==> src/ffia_pkg.sv <==
`default_nettype none

package ffia_pkg;

    // Sizes of the tables.
    localparam int NUM_LEVELS       = 16;
    localparam int MAX_EVENTS       = 1024;
    localparam int STACK_DEPTH      = 4;
    localparam int MAX_RESERVATIONS = 128;
    localparam int MAX_GROUPS       = 32;

    // Field and index widths.
    localparam int POS_W      = 11;
    localparam int LVL_IDX_W  = 4;
    localparam int LEVEL_W    = 5;
    localparam int DEPTH_W    = 2;
    localparam int HGT_W      = 3;
    localparam int STK_ADDR_W = LVL_IDX_W + DEPTH_W;
    localparam int FLUSH_W    = STK_ADDR_W + 1;
    localparam int RES_IDX_W  = 7;
    localparam int RES_CNT_W  = 8;
    localparam int GRP_IDX_W  = 5;
    localparam int GRP_CNT_W  = 6;
    localparam int KEY_W      = 16;
    localparam int NUM_W      = 5;
    localparam int KIND_W     = 2;

    // Event kinds.
    localparam logic [KIND_W-1:0] KIND_EXPLICIT = 2'd1;
    localparam logic [KIND_W-1:0] KIND_IDENTITY = 2'd2;

    // End position of a start that is never closed.
    localparam logic [POS_W-1:0] OPEN_END = {POS_W{1'b1}};

    typedef logic [POS_W-1:0] pos_t;

    typedef struct packed {
        logic [LVL_IDX_W-1:0] lvl;
        pos_t                 first;
        pos_t                 last;
    } resv_t;

    typedef struct packed {
        logic [KEY_W-1:0] key;
        pos_t             first;
        pos_t             last;
    } grp_t;

    // Datapath operations, one per cycle.
    typedef enum logic [4:0] {
        OP_NONE,
        OP_CAPTURE,
        OP_CLAIM,
        OP_PUSH,
        OP_POP,
        OP_RES_PAIR,
        OP_RES_POINT,
        OP_GRP_RD,
        OP_GRP_HIT,
        OP_GRP_NEXT,
        OP_GRP_NEW,
        OP_FL_INIT,
        OP_FL_RD,
        OP_FL_RES,
        OP_FL_SKIP,
        OP_EMPTY_OUT,
        OP_G_RD,
        OP_G_LATCH,
        OP_R_RD,
        OP_R_CMP,
        OP_J_INIT,
        OP_J_RD,
        OP_J_CMP,
        OP_G_EMIT,
        OP_CLEAR
    } dp_op_t;

    // Status from the datapath to the controller.
    typedef struct packed {
        logic is_finish;
        logic ev_full;
        logic explicit_ok;
        logic identity;
        logic is_open;
        logic can_pop;
        logic grp_scan_end;
        logic key_match;
        logic flush_end;
        logic flush_live;
        logic no_groups;
        logic res_scan_end;
        logic prior_scan_end;
        logic last_group;
        logic out_free;
    } dp_stat_t;

endpackage

`default_nettype wire

==> src/ffia_ctrl.sv <==
`default_nettype none

module ffia_ctrl import ffia_pkg::*; (
    input  wire logic     clk,
    input  wire logic     rst_n,
    input  wire logic     evt_valid,
    output logic          evt_ready,
    input  wire dp_stat_t stat,
    output dp_op_t        op
);

    typedef enum logic [3:0] {
        S_IDLE,
        S_DECODE,
        S_PUSH,
        S_POP,
        S_PAIR,
        S_POINT,
        S_GRP_RD,
        S_GRP_CMP,
        S_FL_RD,
        S_FL_RES,
        S_EMPTY,
        S_G_RD,
        S_G_LATCH,
        S_R_RD,
        S_R_CMP,
        S_J_RD
    } state_t;

    // The prior-group compare shares the state space through a flag.
    state_t state_reg, state_next;
    logic   jcmp_reg, jcmp_next;
    logic   clear_reg, clear_next;

    assign evt_ready = (state_reg == S_IDLE) && !clear_reg;

    // Next state and the operation for the datapath.
    always_comb
    begin
        state_next = state_reg;
        jcmp_next  = 1'b0;
        clear_next = 1'b0;
        op         = OP_NONE;
        if (clear_reg)
        begin
            op         = OP_CLEAR;
            state_next = S_IDLE;
        end
        else
        begin
            case (state_reg)
                S_IDLE:
                begin
                    if (evt_valid)
                    begin
                        op         = OP_CAPTURE;
                        state_next = S_DECODE;
                    end
                end
                S_DECODE:
                begin
                    if (stat.is_finish)
                    begin
                        op         = OP_FL_INIT;
                        state_next = S_FL_RD;
                    end
                    else
                    begin
                        op = OP_CLAIM;
                        if (stat.ev_full)
                            state_next = S_IDLE;
                        else if (stat.explicit_ok)
                        begin
                            if (stat.is_open)
                                state_next = S_PUSH;
                            else if (stat.can_pop)
                                state_next = S_POP;
                            else
                                state_next = S_POINT;
                        end
                        else if (stat.identity)
                            state_next = S_GRP_RD;
                        else
                            state_next = S_IDLE;
                    end
                end
                S_PUSH:
                begin
                    op         = OP_PUSH;
                    state_next = S_IDLE;
                end
                S_POP:
                begin
                    op         = OP_POP;
                    state_next = S_PAIR;
                end
                S_PAIR:
                begin
                    op         = OP_RES_PAIR;
                    state_next = S_IDLE;
                end
                S_POINT:
                begin
                    op         = OP_RES_POINT;
                    state_next = S_IDLE;
                end
                S_GRP_RD:
                begin
                    if (stat.grp_scan_end)
                    begin
                        op         = OP_GRP_NEW;
                        state_next = S_IDLE;
                    end
                    else
                    begin
                        op         = OP_GRP_RD;
                        state_next = S_GRP_CMP;
                    end
                end
                S_GRP_CMP:
                begin
                    if (stat.key_match)
                    begin
                        op         = OP_GRP_HIT;
                        state_next = S_IDLE;
                    end
                    else
                    begin
                        op         = OP_GRP_NEXT;
                        state_next = S_GRP_RD;
                    end
                end
                S_FL_RD:
                begin
                    if (stat.flush_end)
                        state_next = stat.no_groups ? S_EMPTY : S_G_RD;
                    else if (stat.flush_live)
                    begin
                        op         = OP_FL_RD;
                        state_next = S_FL_RES;
                    end
                    else
                        op = OP_FL_SKIP;
                end
                S_FL_RES:
                begin
                    op         = OP_FL_RES;
                    state_next = S_FL_RD;
                end
                S_EMPTY:
                begin
                    if (stat.out_free)
                    begin
                        op         = OP_EMPTY_OUT;
                        clear_next = 1'b1;
                        state_next = S_IDLE;
                    end
                end
                S_G_RD:
                begin
                    op         = OP_G_RD;
                    state_next = S_G_LATCH;
                end
                S_G_LATCH:
                begin
                    op         = OP_G_LATCH;
                    state_next = S_R_RD;
                end
                S_R_RD:
                begin
                    if (stat.res_scan_end)
                    begin
                        op         = OP_J_INIT;
                        state_next = S_J_RD;
                    end
                    else
                    begin
                        op         = OP_R_RD;
                        state_next = S_R_CMP;
                    end
                end
                S_R_CMP:
                begin
                    op         = OP_R_CMP;
                    state_next = S_R_RD;
                end
                S_J_RD:
                begin
                    if (jcmp_reg)
                        op = OP_J_CMP;
                    else if (!stat.prior_scan_end)
                    begin
                        op        = OP_J_RD;
                        jcmp_next = 1'b1;
                    end
                    else if (stat.out_free)
                    begin
                        op = OP_G_EMIT;
                        if (stat.last_group)
                        begin
                            clear_next = 1'b1;
                            state_next = S_IDLE;
                        end
                        else
                            state_next = S_G_RD;
                    end
                end
                default:
                begin
                    state_next = S_IDLE;
                end
            endcase
        end
    end

    // State register.
    always_ff @(posedge clk or negedge rst_n)
    begin
        if (!rst_n)
        begin
            state_reg <= S_IDLE;
            jcmp_reg  <= 1'b0;
            clear_reg <= 1'b0;
        end
        else
        begin
            state_reg <= state_next;
            jcmp_reg  <= jcmp_next;
            clear_reg <= clear_next;
        end
    end

endmodule

`default_nettype wire

==> config.mk <==
export PLATFORM = sky130hd
export DESIGN_NAME = ffia_ctrl
export DESIGN_NICKNAME = d
export VERILOG_FILES = /design/src/ffia_pkg.sv /design/src/ffia_ctrl.sv
export SDC_FILE = /design/constraint.sdc
export NUM_CORES = 1
export LEC_CHECK = 0
export ABC_AREA = 1
export BUFFER_PORTS_ARGS = -buffer_cell sky130_fd_sc_hd__buf_4
export CORE_ASPECT_RATIO = 0.8
export CORE_UTILIZATION = 30
export DETAILED_ROUTE_END_ITERATION = 7
export HOLD_SLACK_MARGIN = 0.08
export PLACE_DENSITY_LB_ADDON = 0.2
export SETUP_SLACK_MARGIN = 0.3
export SYNTH_ARGS = -nofsm -noshare
export SYNTH_HDL_FRONTEND = slang
export SYNTH_SLANG_ARGS = --single-unit
==> constraint.sdc <==
create_clock -name clk -period 1.2 [get_ports clk]
set_input_delay 0.06 -clock clk [delete_from_list [all_inputs] [get_ports clk]]
set_output_delay 0.06 -clock clk [all_outputs]
set_load 0.02 [all_outputs]
# Word level (Yosys, flattened, before mapping)
# Cells that the tools add are included.
[word_totals]
regBits = 6
inputBits = 18
output_inout_bits = 6
[op_classes]
n_eq_ne = 21
n_mux = 44
reduce_logical = 6
[ops]
columns = ["cell", "count"]
rows = [
  ["$pmux 5 s16", 1],
  ["$mux 4", 16],
  ["$pmux 4 s13", 1],
  ["$eq 4x4->1 const B", 8],
  ["$mux 5", 4],
  ["$mux 3", 6],
  ["$eq 4x3->1 const B", 4],
  ["$ne 3x3->1 const B", 5],
  ["$mux 1", 14],
  ["$eq 4x2->1 const B", 2],
  ["$reduce_and 6->1", 1],
  ["$eq 4x1->1 const B", 1],
  ["$logic_not 4->1", 1],
  ["$ne 4x4->1 const B", 1],
  ["$reduce_or 3->1", 1],
  ["$mux 2", 1],
  ["$pmux 1 s2", 1],
  ["$reduce_or 2->1", 1],
  ["$logic_and 1x1->1", 1],
  ["$logic_not 1->1", 1],
]

# Logic depth before layout (Yosys ltp)
[logic_depth]
word_depth = 7
depth_mapped = 9

# Worst setup path before layout
# No wires, ideal clock.
[synth_path]
path_kind = "register to output"
from = "register state_reg[0]"
to = "output port op[0]"
t_arrival_ns = 1.381
required_ns = 1.140
path_slack_ns = -0.241
path_stages_with_launch = 6
n_path_buf = 0
cell_sequence = "dfrtp_1 -> nor2_2 -> nand2_1 -> nor2_1 -> nand2_1 -> nand2_1"
[synth_between]
elab_chain_cells = 3
word_cells_on_any_way = 18
cone_classes = "eq/ne (15); mux (2); reduce/logical (1)"
[synth_rtl]
columns = ["element", "line_no", "rtl"]
rows = [
  ["from (decl)", "ffia_ctrl.sv:32", "state_t state_reg, state_next;"],
  ["from (signal assigned)", "ffia_ctrl.sv:228", "state_reg <= state_next;"],
  ["$eq 4x4->1 (tied with other cells)", "ffia_ctrl.sv:52", "case (state_reg)"],
  ["$pmux 5 s16 (*)", "ffia_ctrl.sv:52", ""],
  ["$mux 5 (*)", "ffia_ctrl.sv:45", "if (clear_reg)"],
  ["to (decl)", "ffia_ctrl.sv:9", "output dp_op_t op"],
]
# Every way passes the cells marked *; elsewhere a longest branch is shown, timed or not.

# Worst setup path in the final report
[layout_path]
from = "register state_reg[2]"
to = "output port op[0]"
# The elaborated chain is that of the path after synthesis.

==> results.yml <==
route:
  drtPass1Iterations: 4
  drc: 0
  drt-initial-drc-count: 99
  wl_per_cell_um: 13.3
  highest_layer: "met4"
  route.met2.wl_mm: 1.63
  via_per_inst: 5.00
  wl_met3_um: 174
  wl_mm: 3.30
  wl_met1_mm: 1.44
  via_count: 1239
  ant_nets: 0
clock_network:
  cts_htree_levels: 1
  clk_latency_ps: 260
  clkSlewWorstSetupHoldPaths_ps: 50
  clock_path_buffers: 2
  cts_root_buf: "clkbuf_4"
  clock-sinks: 6
  cts_made_buffers: 3
  tritoncts: "built"
timing:
  setup_violations: 11
  skew_ps: 3.69
  rsz0062_at_grt: "yes"
  fmax_ghz: 0.590
  post-route-period-util_pct: 141
  tightest_slew_ps: 310
  drv_slew: 0
  fin_crit_ps: 1690
  max_slew_margin_pct: 79.3
  final_hold_viol_count: 0
  setup_slack_ps: -494
  finalSetupTns_ps: -4040
logic_synthesis:
  ys.flop_type: "dfrtp_1"
  yosysWarnings: 0
  yosys.area_share.simple_pct: 63.0
  ys_ff_latch: 6
  async_reset_ff_share_pct: 100
  synth_cell_type_count: 23
  netlist_area_um2: 850
  yosysSeqAreaShare_pct: 17.7
  syn_inst: 157
  synth_top_family_by_area: "simple AND/OR/NAND/NOR gates"
  synthMuxAreaShare_pct: 0
  synth_edf_count: 0
  synth_compound_area_share_pct: 10.3
  syn_avg_cell_area_um2: 5.41
  synthAdderAreaFrac_pct: 0
  synth_nets: 175
  synth_xor_xnor_area_share_pct: 0
floorplan:
  die_w_um: 61.5
  die_area_mm2: 0.00305
  core.rowCount: 16
  ios: 24
  die_h_um: 49.6
  core_area_mm2: 0.00256
  start_util_pct: 33.2
worst_setup_path:
  worstSetupStartpointType: "register"
  critPathArrivalTime_ps: 1630
  crit_fanout: 6
  crit_path_end_kind: "output port"
  worstPathRequired_ps: 1140
  crit_type: "reg -> out"
placement:
  gp_congestion: 0.924
  dp_cells: 228
  hpwl_mm: 2.31
  io_buffer_count: 23
grt:
  gr-usage-all-layers_pct: 22.3
  grt_start_max_net_pins: 7
  grt_pass1_wl_mm: 5.09
  overflow: 0
  antenna_found_initial: 0
  grt_pass1_vias: 1165
cells_and_area:
  fin_nets: 231
  final_cell_mix: "50 x nand2_1, 39 x buf_4, 16 x nor2_1, 13 x inv_1"
  largest_reg_flops: 4
  fill_cells: 250
  mostFrequentLayoutCell: "nand2_1"
  layout.cells.non_filler: 248
  area_growth_pct: 77.5
  antenna_cells: 0
  drive_above_1_share_pct: 49.1
worst_hold_path:
  hold_class: "in -> reg"
flow_run:
  drv_cap: 0
run_status:
  violations: "setup timing"
  status: "finished, violations left"
power_and_ir_drop:
  powerDensity_mw_per_mm2: 2120
  p_leak_uw: 0.000835
  ir_worst_vdd_uv: 1610
## layout make-up
cell class	count	area, um^2	area share, %
inverter	19	78.8	5.23
multi-input combinational	131	764	50.7
tap	36	45.0	2.99
timing repair buffer	52	438	29.0
clock buffer	4	26.3	1.74
sequential	6	155	10.3
## kinds of logic (layout without fill, tap and decap cells)
family	Yosys count	after routing
simple gates	116	116
buf+inv	20	75
compound gates	15	15
flops	6	6
## where the power goes
part,total [uW],switching (uW),leakage [uW],internal (uW)
registers,453,176,0.0000734,277
clock network,229,101,0.0000150,128
logic,2510,1380,0.000746,1140
total,3200,1650,0.000835,1540
## cells in the mapped netlist, types with 4 or more instances
cell type	number	area share, %
nor2_1	26	11
inv_1	15	6.6
o21ai_0	4	2.4
dfrtp_1	6	18
nand2_2	4	2.9
a21oi_1	5	2.9
nor2_2	5	3.7
nand3_1	13	7.7
inv_2	4	1.8
nand2_1	57	25
## per-stage QoR
stage               power, uW  hold slack (ps)  cell area (um^2)  utilization (%)  setup WS, ps
global placement         2380             -130              1240             48.3          -227
global route             3410              113              1510             58.8          -568
floorplan                1720             -236               931                -         -20.4
CTS                      2870              107              1400             54.4          -414
finish                   3200             88.7              1510             58.8          -494
detailed placement       2380             -131              1240             48.3          -199
## timing repair
item                                    4_1_cts  5_1_grt
hold buffers                                  1        0
pin swaps                                    10        6
endpoints found under the setup margin       12       12
hold endpoints to repair                      6        0
gates resized for setup                      15       19
setup buffers                                 9        6
## layer usage
metal  vias to the layer above  global-route usage (%)
met3                         6                    2.89
li1                        609                       -
met4                         0                    8.15
met1                       583                    29.1
met2                        41                    36.7
met5                         -                       0
## worst max-delay path, cell delays in order (launching register included)
cell     delay (ps)
dfrtp_2         470
buf_4           160
nor2_4          190
nand3_2         130
nand2_1          80
nor2_1           40
nand2_1          80
nand2_1          50
nand2_1          70
buf_6           110
## path summary, 6_finish.rpt
kind                              startpoint           end  slack (ps)  depth (start not counted)
worst max register to register  state_reg[3]  state_reg[1]        -380                          9
min in group asynchronous              rst_n  state_reg[3]         130                          2
worst max-delay path            state_reg[2]         op[0]        -490                          9
max in group asynchronous              rst_n  state_reg[2]         940                          2
worst min-delay path                 stat[1]     clear_reg          90                          3
worst min register to register      jcmp_reg      jcmp_reg         570                          1
No activity file was read; power rests on OpenSTA's default activity.
